## src/dfla_pkg.sv

```systemverilog
package dfla_pkg;

  localparam int TABLE_ENTRIES_DEF = 256;
  localparam int FIRST_FREE        = 5;
  localparam int IDX_IN_W          = 8;

  localparam logic ACT_ALLOC   = 1'b0;
  localparam logic ACT_RELEASE = 1'b1;

  localparam logic STATUS_OK   = 1'b0;
  localparam logic STATUS_FULL = 1'b1;

  typedef enum logic [1:0] {
    ST_CLEAR,
    ST_IDLE,
    ST_WAIT
  } dfla_state_t;

  typedef struct packed {
    logic clr_step;
    logic do_release;
    logic do_full;
    logic do_alloc_rd;
    logic do_alloc_fin;
  } dfla_cmd_t;

  typedef struct packed {
    logic clr_last;
    logic head_empty;
  } dfla_stat_t;

endpackage

```

## src/dfla_ram.sv

```systemverilog
module dfla_ram #(
  parameter int WIDTH = 9,
  parameter int DEPTH = 256
) (
  input  logic                     clk,
  input  logic                     we,
  input  logic [$clog2(DEPTH)-1:0] waddr,
  input  logic [WIDTH-1:0]         wdata,
  input  logic                     re,
  input  logic [$clog2(DEPTH)-1:0] raddr,
  output logic [WIDTH-1:0]         rdata
);

  logic [WIDTH-1:0] mem_r [DEPTH];
  logic [WIDTH-1:0] rdata_r;

  always_ff @(posedge clk) begin
    if (we) begin
      mem_r[waddr] <= wdata;
    end
    if (re) begin
      rdata_r <= mem_r[raddr];
    end
  end

  assign rdata = rdata_r;

endmodule

```

## src/dfla_ctrl.sv

```systemverilog
module dfla_ctrl (
  input  logic                 clk,
  input  logic                 rst_n,
  input  logic                 start,
  input  logic                 in_action,
  input  dfla_pkg::dfla_stat_t stat,
  output logic                 busy,
  output dfla_pkg::dfla_cmd_t  cmd
);

  dfla_pkg::dfla_state_t state_r;
  dfla_pkg::dfla_state_t state_nxt;
  logic                  accept;

  always_ff @(posedge clk) begin
    if (!rst_n) begin
      state_r <= dfla_pkg::ST_CLEAR;
    end else begin
      state_r <= state_nxt;
    end
  end

  always_comb begin
    state_nxt = state_r;
    case (state_r)
      dfla_pkg::ST_CLEAR: begin
        if (stat.clr_last) begin
          state_nxt = dfla_pkg::ST_IDLE;
        end
      end
      dfla_pkg::ST_IDLE: begin
        if (start && (in_action == dfla_pkg::ACT_ALLOC) && !stat.head_empty) begin
          state_nxt = dfla_pkg::ST_WAIT;
        end
      end
      dfla_pkg::ST_WAIT: begin
        state_nxt = dfla_pkg::ST_IDLE;
      end
      default: begin
        state_nxt = dfla_pkg::ST_IDLE;
      end
    endcase
  end

  always_comb begin
    busy             = 1'b1;
    accept           = 1'b0;
    cmd              = '0;
    case (state_r)
      dfla_pkg::ST_CLEAR: begin
        cmd.clr_step = 1'b1;
      end
      dfla_pkg::ST_IDLE: begin
        busy             = 1'b0;
        accept           = start;
        cmd.do_release   = accept && (in_action == dfla_pkg::ACT_RELEASE);
        cmd.do_full      = accept && (in_action == dfla_pkg::ACT_ALLOC) && stat.head_empty;
        cmd.do_alloc_rd  = accept && (in_action == dfla_pkg::ACT_ALLOC) && !stat.head_empty;
      end
      dfla_pkg::ST_WAIT: begin
        cmd.do_alloc_fin = 1'b1;
      end
      default: begin
        busy = 1'b1;
      end
    endcase
  end

endmodule

```

## src/dfla_dpath.sv

```systemverilog
module dfla_dpath #(
  parameter int TABLE_ENTRIES = dfla_pkg::TABLE_ENTRIES_DEF
) (
  input  logic                          clk,
  input  logic                          rst_n,
  input  dfla_pkg::dfla_cmd_t           cmd,
  input  logic [dfla_pkg::IDX_IN_W-1:0] in_entry_index,
  output dfla_pkg::dfla_stat_t          stat,
  output logic                          out_valid,
  output logic                          out_status,
  output logic [dfla_pkg::IDX_IN_W-1:0] out_granted_entry
);

  localparam int IDX_W  = $clog2(TABLE_ENTRIES);
  localparam int LINK_W = $clog2(TABLE_ENTRIES + 1);
  localparam logic [LINK_W-1:0] LIST_END  = LINK_W'(TABLE_ENTRIES);
  localparam logic [IDX_W-1:0]  LAST_IDX  = IDX_W'(TABLE_ENTRIES - 1);

  logic [LINK_W-1:0]               head_r;
  logic [LINK_W-1:0]               head_nxt;
  logic [IDX_W-1:0]                clr_cnt_r;
  logic [IDX_W-1:0]                clr_cnt_nxt;
  logic                            out_valid_r;
  logic                            out_status_r;
  logic [dfla_pkg::IDX_IN_W-1:0]   out_granted_r;
  logic                            head_empty;
  logic                            rel_ok;
  logic [IDX_W-1:0]                rel_idx;
  logic                            ram_we;
  logic [IDX_W-1:0]                ram_waddr;
  logic [LINK_W-1:0]               ram_wdata;
  logic [LINK_W-1:0]               ram_rdata;

  assign head_empty = (head_r >= LIST_END);
  assign rel_ok     = (32'(in_entry_index) < 32'(TABLE_ENTRIES));
  assign rel_idx    = IDX_W'(in_entry_index);

  assign ram_we    = cmd.clr_step || (cmd.do_release && rel_ok);
  assign ram_waddr = cmd.clr_step ? clr_cnt_r : rel_idx;
  assign ram_wdata = cmd.clr_step ? (LINK_W'(clr_cnt_r) + LINK_W'(1))
                                  : (head_empty ? LIST_END : head_r);

  dfla_ram #(
    .WIDTH (LINK_W),
    .DEPTH (TABLE_ENTRIES)
  ) u_link_ram (
    .clk   (clk),
    .we    (ram_we),
    .waddr (ram_waddr),
    .wdata (ram_wdata),
    .re    (cmd.do_alloc_rd),
    .raddr (head_r[IDX_W-1:0]),
    .rdata (ram_rdata)
  );

  always_comb begin
    head_nxt = head_r;
    if (cmd.do_release && rel_ok) begin
      head_nxt = LINK_W'(rel_idx);
    end else if (cmd.do_alloc_fin) begin
      head_nxt = (ram_rdata > LIST_END) ? LIST_END : ram_rdata;
    end
  end

  assign clr_cnt_nxt = cmd.clr_step ? (clr_cnt_r + IDX_W'(1)) : clr_cnt_r;

  always_ff @(posedge clk) begin
    if (!rst_n) begin
      head_r      <= LINK_W'(dfla_pkg::FIRST_FREE);
      clr_cnt_r   <= '0;
      out_valid_r <= 1'b0;
    end else begin
      head_r      <= head_nxt;
      clr_cnt_r   <= clr_cnt_nxt;
      out_valid_r <= cmd.do_release || cmd.do_full || cmd.do_alloc_fin;
    end
  end

  always_ff @(posedge clk) begin
    if (cmd.do_release || cmd.do_full || cmd.do_alloc_rd) begin
      out_status_r  <= cmd.do_full ? dfla_pkg::STATUS_FULL : dfla_pkg::STATUS_OK;
      out_granted_r <= cmd.do_alloc_rd ? dfla_pkg::IDX_IN_W'(head_r) : '0;
    end
  end

  assign stat.clr_last   = (clr_cnt_r == LAST_IDX);
  assign stat.head_empty = head_empty;

  assign out_valid         = out_valid_r;
  assign out_status        = out_status_r;
  assign out_granted_entry = out_granted_r;

endmodule

```

## src/descriptor_free_list_allocator.sv

```systemverilog
// Release and allocate-on-full items give their result in the cycle after acceptance.
// A successful allocate reads the link memory at the head entry when accepted, then passes the
// wait state with busy high before its result is registered. One release is taken per cycle
// while idle; an allocate takes no new item until it is through, as its memory read is registered.
// After reset the link memory is initialized, one entry per cycle, for all TABLE_ENTRIES entries
// (256 by default) with busy high. Results are strobed for one cycle; the receiver cannot stall.
module descriptor_free_list_allocator #(
  parameter int TABLE_ENTRIES = dfla_pkg::TABLE_ENTRIES_DEF
) (
  input  logic                          clk,
  input  logic                          rst_n,
  input  logic                          start,
  output logic                          busy,
  input  logic                          in_action,
  input  logic [dfla_pkg::IDX_IN_W-1:0] in_entry_index,
  output logic                          out_valid,
  output logic                          out_status,
  output logic [dfla_pkg::IDX_IN_W-1:0] out_granted_entry
);

  dfla_pkg::dfla_cmd_t  cmd;
  dfla_pkg::dfla_stat_t stat;

  dfla_ctrl u_ctrl (
    .clk       (clk),
    .rst_n     (rst_n),
    .start     (start),
    .in_action (in_action),
    .stat      (stat),
    .busy      (busy),
    .cmd       (cmd)
  );

  dfla_dpath #(
    .TABLE_ENTRIES (TABLE_ENTRIES)
  ) u_dpath (
    .clk               (clk),
    .rst_n             (rst_n),
    .cmd               (cmd),
    .in_entry_index    (in_entry_index),
    .stat              (stat),
    .out_valid         (out_valid),
    .out_status        (out_status),
    .out_granted_entry (out_granted_entry)
  );

  a_cmd_onehot: assert property (@(posedge clk) disable iff (!rst_n)
    $onehot0({cmd.clr_step, cmd.do_release, cmd.do_full, cmd.do_alloc_rd, cmd.do_alloc_fin}))
    else $error("more than one datapath command in a cycle");

  a_alloc_result: assert property (@(posedge clk) disable iff (!rst_n)
    cmd.do_alloc_rd |-> ##2 (out_valid && (out_status == dfla_pkg::STATUS_OK)))
    else $error("allocate item did not give its result two cycles later");

  a_short_result: assert property (@(posedge clk) disable iff (!rst_n)
    (cmd.do_release || cmd.do_full) |=> (out_valid && (out_granted_entry == '0)))
    else $error("release or full item did not give a zero grant one cycle later");

  a_full_zero: assert property (@(posedge clk) disable iff (!rst_n)
    (out_valid && (out_status == dfla_pkg::STATUS_FULL)) |-> (out_granted_entry == '0))
    else $error("table full result carries a nonzero grant");

endmodule
```

## config.mk

```make
export PLATFORM = sky130hd
export DESIGN_NAME = descriptor_free_list_allocator
export DESIGN_NICKNAME = d
export VERILOG_FILES = /design/src/dfla_pkg.sv /design/src/dfla_ram.sv /design/src/dfla_ctrl.sv /design/src/dfla_dpath.sv /design/src/descriptor_free_list_allocator.sv
export SDC_FILE = /design/constraint.sdc
export NUM_CORES = 2
export LEC_CHECK = 0
export BUFFER_PORTS_ARGS = -buffer_cell sky130_fd_sc_hd__buf_2
export CORE_MARGIN = 2
export CORE_UTILIZATION = 30
export DETAILED_ROUTE_END_ITERATION = 7
export PLACE_DENSITY = 0.42
export SLEW_MARGIN = 20
export SYNTH_ARGS = -nofsm -noshare
export SYNTH_HDL_FRONTEND = slang
export SYNTH_SLANG_ARGS = --single-unit
```

## constraint.sdc

```tcl
create_clock -name clk -period 14 [get_ports clk]
set_input_delay 2.8 -clock clk [delete_from_list [all_inputs] [get_ports clk]]
set_output_delay 2.8 -clock clk [all_outputs]
set_load 0.05 [all_outputs]
```

==> flow_summary.toml <==
[timing]
setup_violations = 0
period_share_pct = 41.5
worst_pin_slew_ns = 1.15
max_freq_mhz = 172
finalHoldViolCount = 0
drv_slew = 0
maxSlewHeadroom_pct = 22.9
layout_min_cycle_time_ns = 5.80
finClkSkew_ns = 0.0615
rsz0062_at_grt = "false"
fin_tns_setup_ns = 0
holdWs_ns = 0.540

[critical_path]
crit_arrival_ns = 6.31
required_ns = 14.51
cp_max_fo = 18
r2r_cells = 8
worstSetupPathType = "primary input to register"
ff2ff_setup_slack_ns = 8.93
endpoint = "u_dpath.u_link_ram.mem_r[119][7]"
critPathLaunch = "start"
worst_setup_path_start_kind = "primary input"
r2r_end = "u_dpath.u_link_ram.rdata[7]"
rr_startpoint = "u_dpath.head_r[0]"
end_kind = "register"

[yosys]
syn_avg_cell_area_sq_um = 20.9
synth-seq-cells = 2342
synth_nets = 4387
yosysTopAreaCell = "edfxtp_1"
yosysUniqueCellTypes = 80
syn_inst = 4374
synth_common_cells = "edfxtp_1 (2,322), mux4_2 (489), nor2_1 (289), mux2i_1 (174), a22oi_1 (143)"
synth-edff-count = 2322
synth.cell_area_sq_um = 91300
ys_top_cells_by_area = "edfxtp_1 (76%), mux4_2 (12%), mux2i_1 (1.9%)"
yosysSeqAreaShare_pct = 76.8
ys_async_sr_fraction_pct = 0
ys_warn_count = 0
post-synth-top-count-cell = "edfxtp_1"
synth_top_area_share_pct = 76.3
synth_top_flop_cell = "edfxtp_1"

[finish]
syn_to_final_growth_pct = 14.4
finalNonFillerCells = 8700
fin_area_sq_um = 104000
drive_above_1_share_pct = 22.8
nets = 4518
fillers = 28066

[clocking]
clock-sinks = 2342
numCtsBuffers = 267
clk_latency_ns = 0.89
ctsHoldBuffers = 0
cts-root-buf = "clkbuf_16"
cts_tree = "built"
clk_path_buf_depth = 4
htreeDepth = 5
cts_setup_buffers = 0
clk_pin_slew_ns = 0.06
cts_resized = 0

[routing]
viasPerCell = 5.19
first_pass_iters = 8
final_antenna_net_count = 0
routedWlPerCell_um = 32.4
drt-initial-drc-count = 5068
dr_total_vias = 45130
routed_wl_um = 282000
post-route-drc-count = 0

[grt]
grt_pass1_wl_um = 390000
first_global_vias = 46000
track_usage_pct = 18.0
overflow = 0
antenna_found_initial = 20
grt_max_degree = 147

[floorplanning]
start_util_pct = 30.2
ioPinCount = 23
row_count = 202
die_area_sq_um = 309000
die_h_um = 556
core_area_sq_um = 303000
die_w_um = 556

[placed_design]
dp.cells = 8214
hpwl_um = 172000
gp_congestion = 0.793
portBuffers = 22
post_dp_cell_area_sq_um = 95900

[pwr]
ir_worst_vdd_v = 0.0000914
power.leakage_uw = 0.0325
powerDensity_nw_per_um2 = 141
power.total_uw = 14800

[hold_path]
min-delay-start = "u_dpath.u_link_ram.rdata[7]"
hold_class = "register to register"

[status]
status = "completed"

[flow_run]
maxCapViolCount = 0
stage by stage:
stage | utilization [%] | setup WS [ns]
2_1_floorplan | - | 0.161
3_3_place_gp | 31.7 | 7.09
4_1_cts | 34.5 | 8.23
5_1_grt | 34.5 | 8.06
3_5_place_dp | 31.7 | 7.29
6_report | 34.5 | 8.20
worst min-delay path by stage:
stage	slack [ns]	end	cells after the start
final	0.54	u_dpath.head_r[7]	2
after CTS	0.54	u_dpath.head_r[7]	2
after detailed placement	0.52	u_dpath.head_r[7]	2
after floorplan	0.50	u_dpath.head_r[7]	2
after global placement	0.53	u_dpath.head_r[0]	3
after global routing	0.58	u_dpath.head_r[7]	2
state kept, by name (all words and copies together), names as in the netlist:
name / flops
u_ctrl.state_r: 2
u_dpath.clr_cnt_r: 8
u_dpath.head_r: 9
u_dpath.out_granted_entry: 8
u_dpath.out_status: 1
u_dpath.out_valid: 1
u_dpath.u_link_ram.mem_r: 2304
u_dpath.u_link_ram.rdata: 9
cell families (layout without fill, tap and decap cells):
group | Yosys count | in the layout | synth area share (%)
compound gates | 477 | 477 | 3.65
xor+xnor | 10 | 10 | 0.0959
fa+ha+maj | 1 | 1 | 0.0137
buf+inv | 274 | 612 | 1.97
flops | 2342 | 2342 | 76.8
mux | 686 | 686 | 14.5
other cells | 0 | 10 | 0
simple gates | 584 | 584 | 2.95
report_power, final:
part           internal, uW  total [uW]  switching [uW]
Sequential             7690        7700            5.03
Combinational          19.6         186             166
Clock                  3990        6890            2900
cells in the final DEF (no fill, tap or decap), types with 11 or more instances in the layout:
master,netlist,final
nand2_1,97,95
clkbuf_1,106,52
nor2b_1,18,14
and2_1,17,15
mux4_1,18,18
a22oi_1,143,143
or2_2,11,11
mux4_2,489,489
o31ai_1,20,15
mux2i_1,174,174
buf_12,13,13
buf_2,72,22
a21oi_1,100,100
a31oi_1,16,16
buf_4,32,97
nand3_1,40,26
nor2_1,289,284
nand3b_1,32,32
clkinv_2,0,45
clkinv_1,2,51
clkbuf_16,0,270
inv_6,0,11
bufinv_16,0,22
o22ai_1,53,53
edfxtp_1,2322,2322
a211oi_1,11,11
nand3_2,0,14
dfxtp_1,20,12
nor4_1,22,18
nor3_1,18,17
o221ai_1,48,48
o21ai_0,28,22
area by class of cell:
cell class	count	area, sq um	share of cell area (%)
tap	3978	4980	4.76
multi-input combinational	1758	19700	18.8
timing repair buffer	132	1100	1.05
sequential	2342	70100	67.1
clock inverter	152	1540	1.47
inverter	4	17.5	0.0168
clock buffer	324	6980	6.68
antenna	10	25.0	0.0240
worst max-delay path: stages:
cell and delay [ns]:
buf_2 0.07, nand3b_1 0.21, inv_1 0.37, and2_1 0.19, buf_4 0.22, or2_2 0.45
nand3_2 0.90, nor2_1 1.02
routing by layer:
| metal | track usage [%] | wire (um) |
|---|---|---|
| met1 | 25.5 | 126000 |
| met2 | 29.2 | 136000 |
| met3 | 2.86 | 15000 |
| met4 | 3.74 | 5750 |
| met5 | 0 | 0 |
Power figures use the tool's default switching activity.
